==> config.mk <==
export PLATFORM = sky130hd
export DESIGN_NAME = hdlc_frame_bit_stuffer
export DESIGN_NICKNAME = d
export VERILOG_FILES = /design/src/hfbs_pkg.sv /design/src/hfbs_front.sv /design/src/hfbs_queue.sv /design/src/hfbs_back.sv /design/src/hdlc_frame_bit_stuffer.sv
export SDC_FILE = /design/constraint.sdc
export NUM_CORES = 1
export LEC_CHECK = 0
export ABC_AREA = 1
export CORE_ASPECT_RATIO = 0.7
export CORE_MARGIN = 4
export CORE_UTILIZATION = 55
export DETAILED_ROUTE_END_ITERATION = 7
export DONT_BUFFER_PORTS = 1
export MAX_ROUTING_LAYER = met4
export PLACE_DENSITY = 0.79
export SYNTH_ARGS = -nofsm -noshare
export SYNTH_HDL_FRONTEND = slang
export SYNTH_HIERARCHICAL = 1
export SYNTH_SLANG_ARGS = --single-unit
==> constraint.sdc <==
create_clock -name clk -period 3.6 [get_ports clk]
set_input_delay 0.18 -clock clk [delete_from_list [all_inputs] [get_ports clk]]
set_output_delay 0.18 -clock clk [all_outputs]
set_load 0.1 [all_outputs]
==> src/hfbs_pkg.sv <==
// Shared types and constants for the HDLC frame bit stuffer.
// No dependencies; imported by every module in src.
package hfbs_pkg;

    // Item kinds on the input channel
    localparam logic [1:0] FUNC_DATA = 2'd0;
    localparam logic [1:0] FUNC_FLAG = 2'd1;
    localparam logic [1:0] FUNC_EOF  = 2'd2;

    localparam logic [15:0] CRC_INIT      = 16'hFFFF;
    localparam logic [15:0] CRC_POLY_REFL = 16'h8408;
    localparam logic [7:0]  FIVE_ONES     = 8'hF8;

    localparam int QUEUE_DEPTH_DEF = 2;

    // One line job handed from the front to the back end
    typedef struct packed {
        logic        stuffed;  // apply zero insertion
        logic        wide;     // 16 bits (FCS) instead of 8
        logic [15:0] bits;     // line bits, first bit in bit 0
    } cmd_t;

endpackage

==> src/hfbs_front.sv <==
// Front end: accepts items, runs the CRC and turns func 0-2 into line jobs.
// Depends on hfbs_pkg.
module hfbs_front
    import hfbs_pkg::*;
(
    input  logic       clk,
    input  logic       rst_n,
    input  logic       in_valid,
    output logic       in_stall,
    input  logic [1:0] func,
    input  logic [7:0] data_byte,
    input  logic       q_full,
    output logic       q_push,
    output cmd_t       q_cmd
);

    logic [15:0] crc_reg;
    logic [15:0] crc_next;
    logic        accept;

    function automatic logic [15:0] crc_byte(input logic [15:0] crc_in, input logic [7:0] b);
        logic [15:0] c;
        c = crc_in ^ {8'h00, b};
        for (int k = 0; k < 8; k++)
        begin
            if (c[0])
                c = (c >> 1) ^ CRC_POLY_REFL;
            else
                c = c >> 1;
        end
        return c;
    endfunction

    assign in_stall = q_full;
    assign accept   = in_valid && !q_full;

    always_comb
    begin
        crc_next      = crc_reg;
        q_push        = 1'b0;
        q_cmd.stuffed = 1'b1;
        q_cmd.wide    = 1'b0;
        q_cmd.bits    = {8'h00, data_byte};
        if (accept)
        begin
            case (func)
                FUNC_DATA:
                begin
                    q_push   = 1'b1;
                    crc_next = crc_byte(crc_reg, data_byte);
                end
                FUNC_FLAG:
                begin
                    q_push        = 1'b1;
                    q_cmd.stuffed = 1'b0;
                    crc_next      = CRC_INIT;
                end
                FUNC_EOF:
                begin
                    // low byte first falls out of sending bit 0 first
                    q_push     = 1'b1;
                    q_cmd.wide = 1'b1;
                    q_cmd.bits = ~crc_reg;
                    crc_next   = CRC_INIT;
                end
                default:
                begin
                    q_push = 1'b0;  // unused code: dropped
                end
            endcase
        end
    end

    always_ff @(posedge clk or negedge rst_n)
    begin
        if (!rst_n)
            crc_reg <= CRC_INIT;
        else
            crc_reg <= crc_next;
    end

endmodule

==> src/hfbs_queue.sv <==
// Short job queue between front and back end.
// Depends on hfbs_pkg; DEPTH must be a power of two, at least 2.
module hfbs_queue
    import hfbs_pkg::*;
#(
    parameter int DEPTH = QUEUE_DEPTH_DEF
)
(
    input  logic clk,
    input  logic rst_n,
    input  logic push,
    input  cmd_t push_cmd,
    input  logic pop,
    output logic full,
    output logic not_empty,
    output cmd_t head
);

    localparam int PW = (DEPTH > 1) ? $clog2(DEPTH) : 1;
    localparam int CW = $clog2(DEPTH + 1);

    cmd_t          entry_reg [DEPTH];
    logic [PW-1:0] wr_ptr_reg, wr_ptr_next;
    logic [PW-1:0] rd_ptr_reg, rd_ptr_next;
    logic [CW-1:0] fill_reg, fill_next;

    assign full      = (fill_reg == CW'(DEPTH));
    assign not_empty = (fill_reg != '0);
    assign head      = entry_reg[rd_ptr_reg];

    always_comb
    begin
        wr_ptr_next = push ? wr_ptr_reg + PW'(1) : wr_ptr_reg;
        rd_ptr_next = pop ? rd_ptr_reg + PW'(1) : rd_ptr_reg;
        fill_next   = fill_reg;
        if (push && !pop)
            fill_next = fill_reg + CW'(1);
        else if (pop && !push)
            fill_next = fill_reg - CW'(1);
    end

    always_ff @(posedge clk or negedge rst_n)
    begin
        if (!rst_n)
        begin
            wr_ptr_reg <= '0;
            rd_ptr_reg <= '0;
            fill_reg   <= '0;
        end
        else
        begin
            wr_ptr_reg <= wr_ptr_next;
            rd_ptr_reg <= rd_ptr_next;
            fill_reg   <= fill_next;
        end
    end

    always_ff @(posedge clk)
    begin
        if (push)
            entry_reg[wr_ptr_reg] <= push_cmd;
    end

endmodule

==> src/hfbs_back.sv <==
// Back end: shifts line bits out one per cycle with zero insertion, packs
// bytes, tags each item's last byte; held by output stall. Uses hfbs_pkg.
module hfbs_back
    import hfbs_pkg::*;
(
    input  logic       clk,
    input  logic       rst_n,
    input  logic       q_not_empty,
    input  cmd_t       q_head,
    output logic       q_pop,
    output logic       out_valid,
    input  logic       out_stall,
    output logic [7:0] out_byte,
    output logic       last_of_run
);

    logic        busy_reg, busy_next;
    logic        stuffed_reg, stuffed_next;
    logic [4:0]  rem_reg, rem_next;
    logic [15:0] data_reg, data_next;
    logic [7:0]  shift_reg, shift_next;
    logic [2:0]  count_reg, count_next;
    logic        pend_valid_reg, pend_valid_next;
    logic [7:0]  pend_byte_reg, pend_byte_next;
    logic        out_valid_reg, out_valid_next;
    logic [7:0]  out_byte_reg, out_byte_next;
    logic        last_reg, last_next;

    logic        out_free;
    logic        load_out;
    logic        load_last;
    logic        do_push;
    logic        push_bit;
    logic        advance;
    logic [7:0]  new_shift;
    logic        completes;

    assign out_free = !out_valid_reg || !out_stall;

    always_comb
    begin
        busy_next       = busy_reg;
        stuffed_next    = stuffed_reg;
        rem_next        = rem_reg;
        data_next       = data_reg;
        shift_next      = shift_reg;
        count_next      = count_reg;
        pend_valid_next = pend_valid_reg;
        pend_byte_next  = pend_byte_reg;
        q_pop           = 1'b0;
        load_out        = 1'b0;
        load_last       = 1'b0;
        do_push         = 1'b0;
        push_bit        = 1'b0;
        advance         = 1'b0;
        new_shift       = {1'b0, shift_reg[7:1]};
        completes       = 1'b0;

        if (!busy_reg)
        begin
            if (q_not_empty)
            begin
                q_pop        = 1'b1;
                busy_next    = 1'b1;
                stuffed_next = q_head.stuffed;
                rem_next     = q_head.wide ? 5'd16 : 5'd8;
                data_next    = q_head.bits;
            end
        end
        else
        begin
            if (stuffed_reg && ((shift_reg & FIVE_ONES) == FIVE_ONES))
            begin
                do_push  = 1'b1;
                push_bit = 1'b0;
            end
            else if (rem_reg != 5'd0)
            begin
                do_push  = 1'b1;
                push_bit = data_reg[0];
                advance  = 1'b1;
            end
            else
            begin
                // item done: held byte goes out as the last of the run
                if (pend_valid_reg)
                begin
                    if (out_free)
                    begin
                        load_out        = 1'b1;
                        load_last       = 1'b1;
                        pend_valid_next = 1'b0;
                        busy_next       = 1'b0;
                    end
                end
                else
                begin
                    busy_next = 1'b0;
                end
            end

            if (do_push)
            begin
                new_shift = {push_bit, shift_reg[7:1]};
                completes = (count_reg == 3'd7);
                // a new byte displaces the held one; wait if output is busy
                if (!(completes && pend_valid_reg && !out_free))
                begin
                    shift_next = new_shift;
                    count_next = count_reg + 3'd1;
                    if (advance)
                    begin
                        rem_next  = rem_reg - 5'd1;
                        data_next = {1'b0, data_reg[15:1]};
                    end
                    if (completes)
                    begin
                        load_out        = pend_valid_reg;
                        pend_valid_next = 1'b1;
                        pend_byte_next  = new_shift;
                    end
                end
            end
        end

        out_valid_next = out_valid_reg;
        out_byte_next  = out_byte_reg;
        last_next      = last_reg;
        if (load_out)
        begin
            out_valid_next = 1'b1;
            out_byte_next  = pend_byte_reg;
            last_next      = load_last;
        end
        else if (!out_stall)
        begin
            out_valid_next = 1'b0;
        end
    end

    always_ff @(posedge clk or negedge rst_n)
    begin
        if (!rst_n)
        begin
            busy_reg       <= 1'b0;
            shift_reg      <= 8'h00;
            count_reg      <= 3'd0;
            pend_valid_reg <= 1'b0;
            out_valid_reg  <= 1'b0;
        end
        else
        begin
            busy_reg       <= busy_next;
            shift_reg      <= shift_next;
            count_reg      <= count_next;
            pend_valid_reg <= pend_valid_next;
            out_valid_reg  <= out_valid_next;
        end
    end

    always_ff @(posedge clk)
    begin
        stuffed_reg   <= stuffed_next;
        rem_reg       <= rem_next;
        data_reg      <= data_next;
        pend_byte_reg <= pend_byte_next;
        out_byte_reg  <= out_byte_next;
        last_reg      <= last_next;
    end

    assign out_valid   = out_valid_reg;
    assign out_byte    = out_byte_reg;
    assign last_of_run = last_reg;

endmodule

==> src/hdlc_frame_bit_stuffer.sv <==
// Top level of the HDLC/AX.25 frame encoder with CRC-16-CCITT and bit stuffing.
// Depends on hfbs_pkg, hfbs_front, hfbs_queue and hfbs_back.

// Each transfer in is a data byte (func 0, CRC updated, zero-stuffed), a flag
// byte (func 1, unstuffed, CRC reset) or end of frame (func 2, inverted FCS sent
// low byte first, stuffed, CRC reset); func 3 is dropped. Line bits are packed
// LSB first and each completed byte leaves as one output transfer, with
// last_of_run set on the final byte an input caused; inputs that complete no
// byte produce no output. The back end moves one line bit per cycle while no
// finished byte waits on a stalled output; an item takes a load step, one step
// per line bit (8 or 16 plus inserted zeros) and a closing step.
// A QUEUE_DEPTH-entry job queue lets new items be taken while bits go out.
module hdlc_frame_bit_stuffer
    import hfbs_pkg::*;
#(
    parameter int QUEUE_DEPTH = QUEUE_DEPTH_DEF
)
(
    input  logic       clk,
    input  logic       rst_n,
    input  logic       in_valid,
    output logic       in_stall,
    input  logic [1:0] func,
    input  logic [7:0] data_byte,
    output logic       out_valid,
    input  logic       out_stall,
    output logic [7:0] out_byte,
    output logic       last_of_run
);

    logic q_full;
    logic q_push;
    logic q_pop;
    logic q_not_empty;
    cmd_t q_cmd;
    cmd_t q_head;

    hfbs_front u_front
    (
        .clk       (clk),
        .rst_n     (rst_n),
        .in_valid  (in_valid),
        .in_stall  (in_stall),
        .func      (func),
        .data_byte (data_byte),
        .q_full    (q_full),
        .q_push    (q_push),
        .q_cmd     (q_cmd)
    );

    hfbs_queue #(
        .DEPTH (QUEUE_DEPTH)
    ) u_queue
    (
        .clk       (clk),
        .rst_n     (rst_n),
        .push      (q_push),
        .push_cmd  (q_cmd),
        .pop       (q_pop),
        .full      (q_full),
        .not_empty (q_not_empty),
        .head      (q_head)
    );

    hfbs_back u_back
    (
        .clk         (clk),
        .rst_n       (rst_n),
        .q_not_empty (q_not_empty),
        .q_head      (q_head),
        .q_pop       (q_pop),
        .out_valid   (out_valid),
        .out_stall   (out_stall),
        .out_byte    (out_byte),
        .last_of_run (last_of_run)
    );

endmodule

Word level (Yosys, flattened, before mapping)
Memories as Yosys holds them, arrays and structs flattened.
Cells that the tools add are included.
- equality and inequality tests: 9
- bitwise logic cells: 12
- mux-type cells: 72
- add/subtract/negate cells: 6
- reductions and logical operators: 26
- operators by type and width (cell ; number):
    $mux W16 ; 27
    $mux W1 ; 34
    $pmux W16 S2 ; 1
    $mux W5 ; 6
    $not A2 Y3 ; 8
    $mux W18 ; 1
    $mux W17 ; 1
    $not A16 Y16 ; 1
    $xor A16 B8 Y16 ; 1
    $reduce_and A4 Y1 ; 2
    $reduce_bool A2 Y1 ; 4
    $logic_and A1 B1 Y1 ; 6
    $logic_not A1 Y1 ; 6
    $ne A2 B2 Y1 const B ; 3
    $eq A5 B5 Y1 const B ; 1
    $reduce_bool A5 Y1 ; 1
    $sub A5 B1 Y5 const B ; 1
    $eq A2 B2 Y1 const B ; 2
    $mux W2 ; 2
    $reduce_and A2 Y1 ; 2
    $add A3 B1 Y3 const B ; 1
    $eq A3 B3 Y1 const B ; 1
    $reduce_and A3 Y1 ; 1
    $reduce_or A3 Y1 ; 1
    other kinds (9) ; 11
- word-level logic and storage cells: 141
- output and inout bits: 11
- flip-flop bits (word level): 73
- memories kept: 1
- RAM bits: 36
- memory list (name ; depth ; width ; rd ports ; clocked after memory_dff ; write ports ; RTL line ; source):
    u_queue.entry_reg ; 2 ; 18 ; 1 ; 0 ; 1 ; hfbs_queue.sv:22 ; cmd_t entry_reg [DEPTH];

Logic depth before layout (Yosys ltp)
- depth after elaboration: 32
- depth in mapped cells: 11

Modules after synthesis
Netlist, hierarchy kept.
- by module, submodules not included (module ; instances ; cells each ; sequential area each (um^2) ; area an instance (um^2)):
    hfbs_back ; 1 ; 205 ; 1496.4 ; 2189.6
    hfbs_queue ; 1 ; 81 ; 1181.1 ; 1555.2
    hfbs_front ; 1 ; 219 ; 420.4 ; 1347.5

Least setup slack after synthesis
No wires, ideal clock.
- path kind: register to register
- from: register u_back.out_valid_reg, in the netlist u_back/out_valid
- to: register u_back.data_reg[0] (enable)
- cell stages (with the launch flop): 6
- clock period less this slack: 2572 ps
- path slack: 1028 ps
- arrival: 2047 ps
- path buffers: 0
- cells stage by stage: dfrtp_1 > nand2_1 > nor2_1 > nor2_1 > nand3_1 > o21ai_0
- longest elaborated chain between the ends: 6
- RTL lines (item ; RTL line ; source):
    start: declaration ; hfbs_back.sv:25 ; logic out_valid_reg, out_valid_next;
    start signal: assignment ; hfbs_back.sv:157 ; out_valid_reg <= out_valid_next;
    $logic_not A1 Y1 ; hfbs_back.sv:38 ; assign out_free = !out_valid_reg || !out_stall;
    $logic_or A1 B1 Y1 ; hfbs_back.sv:38 ;
    $logic_not A1 Y1 ; hfbs_back.sv:107 ; if (!(completes && pend_valid_reg && !out_free))
    $logic_and A1 B1 Y1 ; hfbs_back.sv:107 ;
    $ne A2 B2 Y1 (no source line) ; n/a ;
    $reduce_and A4 Y1 (no source line) ; n/a ;
    end signal: assignment ; hfbs_back.sv:165 ; data_reg <= data_next;
    end: declaration ; hfbs_back.sv:20 ; logic [15:0] data_reg, data_next;
Every way passes these cells.
A chain may end at the register's enable or synchronous reset.

Worst setup path after layout
- from: register u_back.busy_reg
- to: register u_back.pend_byte_reg[6] (enable)
- longest elaborated chain between the ends: 1
- RTL lines (item ; RTL line ; source):
    start: declaration ; hfbs_back.sv:17 ; logic busy_reg, busy_next;
    start signal: assignment ; hfbs_back.sv:153 ; busy_reg <= busy_next;
    $reduce_and A4 Y1 (no source line) ; n/a ;
    end signal: assignment ; hfbs_back.sv:166 ; pend_byte_reg <= pend_byte_next;
    end: declaration ; hfbs_back.sv:24 ; logic [7:0] pend_byte_reg, pend_byte_next;
Every way passes these cells.

==> qor.csv <==
stage,metric,value,unit
routing,wire_per_inst,14.3,um
synth,synthArstFlopShare,0.306,
cts,cts.clk_slew.worst_paths,0.07,ns
synth,ys_types,31,
cts,cts_buffers,9,
setup_path,crit_path_max_fanout,24,
final_layout,area_growth,7.20,%
setup_path,worstPathRequired,3.60,ns
final_layout,antenna_cells,0,
routing,drt_wl_total,9110,um
sta,worst_clock_skew,0.00707,ns
min_path,hold_path_class,input pin to flop,
sta,whs,0.0556,ns
die,fp.dieW,123,um
sta,relSlewSlack,0.372,
grt,grt_pass1_wl,14600,um
cts,cts.sinks,108,
grt,grt_max_degree,34,
final_layout,nNetsFinal,530,
sta,hold_viol,0,
synth,syn_inst,505,
synth,syn_nets,527,
sta,fmax,360,MHz
sta,max_slew.worst_pin.slew,0.941,ns
synth,syn_area,5090,um^2
final_layout,fin_util,0.604,
setup_path,r2r-start,u_back/busy_reg,
routing,viasPerCell,5.08,
routing,drt_iter0_markers,225,
setup_path,cp-end-kind,flop,
setup_path,cp.arrival,2.78,ns
sta,finalCritPeriodShare,0.771,
cts,worstSkewPairLatency,0.34,ns
routing,drc,0,
die,ios,25,
setup_path,r2r_slack,0.82,ns
cts,cts-htree-levels,3,
pwr,leakage,0.00257,uW
placed_design,io_buffers,0,
synth,synth_edf_count,75,
pwr,peakVddDrop,498,uV
die,die_area,10900,um^2
run,drv_cap,0,
final_layout,drive_gt1_frac,0.140,
placed_design,placed_area,5160,um^2
synth,yosys-top-cells-area,"edfxtp_1, nand2_1, dfrtp_1, dfstp_2, inv_1",
grt,antenna_found_initial,0,
run_status,status,completed,
routing,ant_nets,0,
setup_path,endpoint,u_back/pend_byte_reg[6],
setup_path,startpoint,u_back/busy_reg,
synth,yosys_warnings,6,
placed_design,hpwl,6440,um
synth,synth_most_common_cell,nand2_1,
pwr,power,4790,uW
synth,syn_area_per_cell,10.1,um^2
sta,setup_viol,0,
sta,min_period,2.78,ns
final_layout,final_area,5460,um^2
cts,cts-root-buf,clkbuf_16,
cts,post_cts_buffers,0,
synth,seq_area_frac_synth,0.608,
cts,clk_path_buf_depth,2,
setup_path,r2r_end,u_back/pend_byte_reg[6],
sta,rsz0062_at_grt,false,
sta,slew_violations,0,
grt,grt_usage,0.184,
sta,fin_setup_tns,0,ns
setup_path,critPathKind,flop to flop,
cts,cts_tree,built,
placed_design,place_congestion,0.841,
final_layout,largest_reg_flops,36,
setup_path,r2r_cells,4,
die,core,9030,um^2
grt,grt_overflow_total,0,
synth,synth.top_cell.area_share,0.442,
setup_path,cp-start-kind,flop,
routing,vias,3239,
grt,grt_pass1_vias,3028,
synth,synth_commonest_cells,"nand2_1, edfxtp_1, inv_1, nand3_1, nor2_1",
routing,first_pass_iters,5,
die,dieHeight,88.5,um
die,fp-row-count,29,
pwr,p_per_area,878,nW/um^2
synth,ys_seq_elements,108,
synth,ys_dominant_reg_cell,edfxtp_1,
die,start_util,0.564,
synth,synth_top_area_cell,edfxtp_1,
cts,cts_resized,0,
routing by layer:
| metal | up-vias | part of all wire | track usage |
|---|---|---|---|
| li1 | 1618 | - | - |
| met1 | 1536 | 0.48 | 0.250 |
| met2 | 75 | 0.46 | 0.271 |
| met3 | 10 | 0.049 | 0.0511 |
| met4 | 0 | 0.011 | 0.0573 |
| met5 | - | 0 | - |
kinds of logic after synthesis:
group                    share of synthesized area
AO/OA/AOI/OAI                               0.0256
flip-flops                                   0.608
AND/OR/NAND/NOR                              0.221
XOR/XNOR                                   0.00516
adder cells (fa/ha/maj)                     0.0197
buffers and inverters                       0.0740
multiplexers                                0.0464
cells in the final DEF, fill, tap and decap left out, drive strengths merged, types with 9 or more instances in the layout:
master	n
dfrtp	17
o21ai	15
nand3	35
clkbuf	9
mux2	18
nor2	25
dfstp	16
nand2	200
edfxtp	75
inv	70
worst min-delay path by stage:
stage              start                   to  slack [ns]  cells past startpoint
2_1_floorplan      rst_n      u_back/busy_reg       -0.12                      0
3_3_place_gp       rst_n     u_back/out_valid       -0.11                      0
3_5_place_dp       rst_n  u_back/shift_reg[6]       -0.11                      0
4_1_cts        out_stall     u_back/out_valid        0.05                      2
5_1_grt        out_stall     u_back/out_valid        0.05                      2
6_report       out_stall     u_back/out_valid        0.06                      2
worst max-delay path, cell delays in order (launching register included):
cell and delay [ns]:
dfrtp_1 0.76, inv_2 0.33, nor2_1 0.65, nand2_2 0.30
nor2_2 0.38
area by class of cell:
cell class	count	area (um^2)
tap	124	155
sequential	108	3100
clock inverter	7	41.3
timing repair buffer	6	60.1
multi-input combinational	314	1620
inverter	69	259
fill	712	3580
clock buffer	9	225
metrics by stage:
stage	setup WS, ns	std cells
2_1_floorplan	1.03	505
3_3_place_gp	0.970	619
3_5_place_dp	0.866	619
4_1_cts	0.867	637
5_1_grt	0.562	637
6_report	0.823	637
what timing repair did:
item,4_1_cts,5_1_grt
hold endpoints to repair,33,0
hold buffers,2,0
endpoints found under the setup margin,0,0
power breakdown:
part	internal (uW)	switching, uW	leakage [uW]	total (uW)
Clock	464	424	0.000127	888
Combinational	534	935	0.00134	1470
Sequential	1960	482	0.00110	2440
No activity file was read; power rests on OpenSTA's default activity.
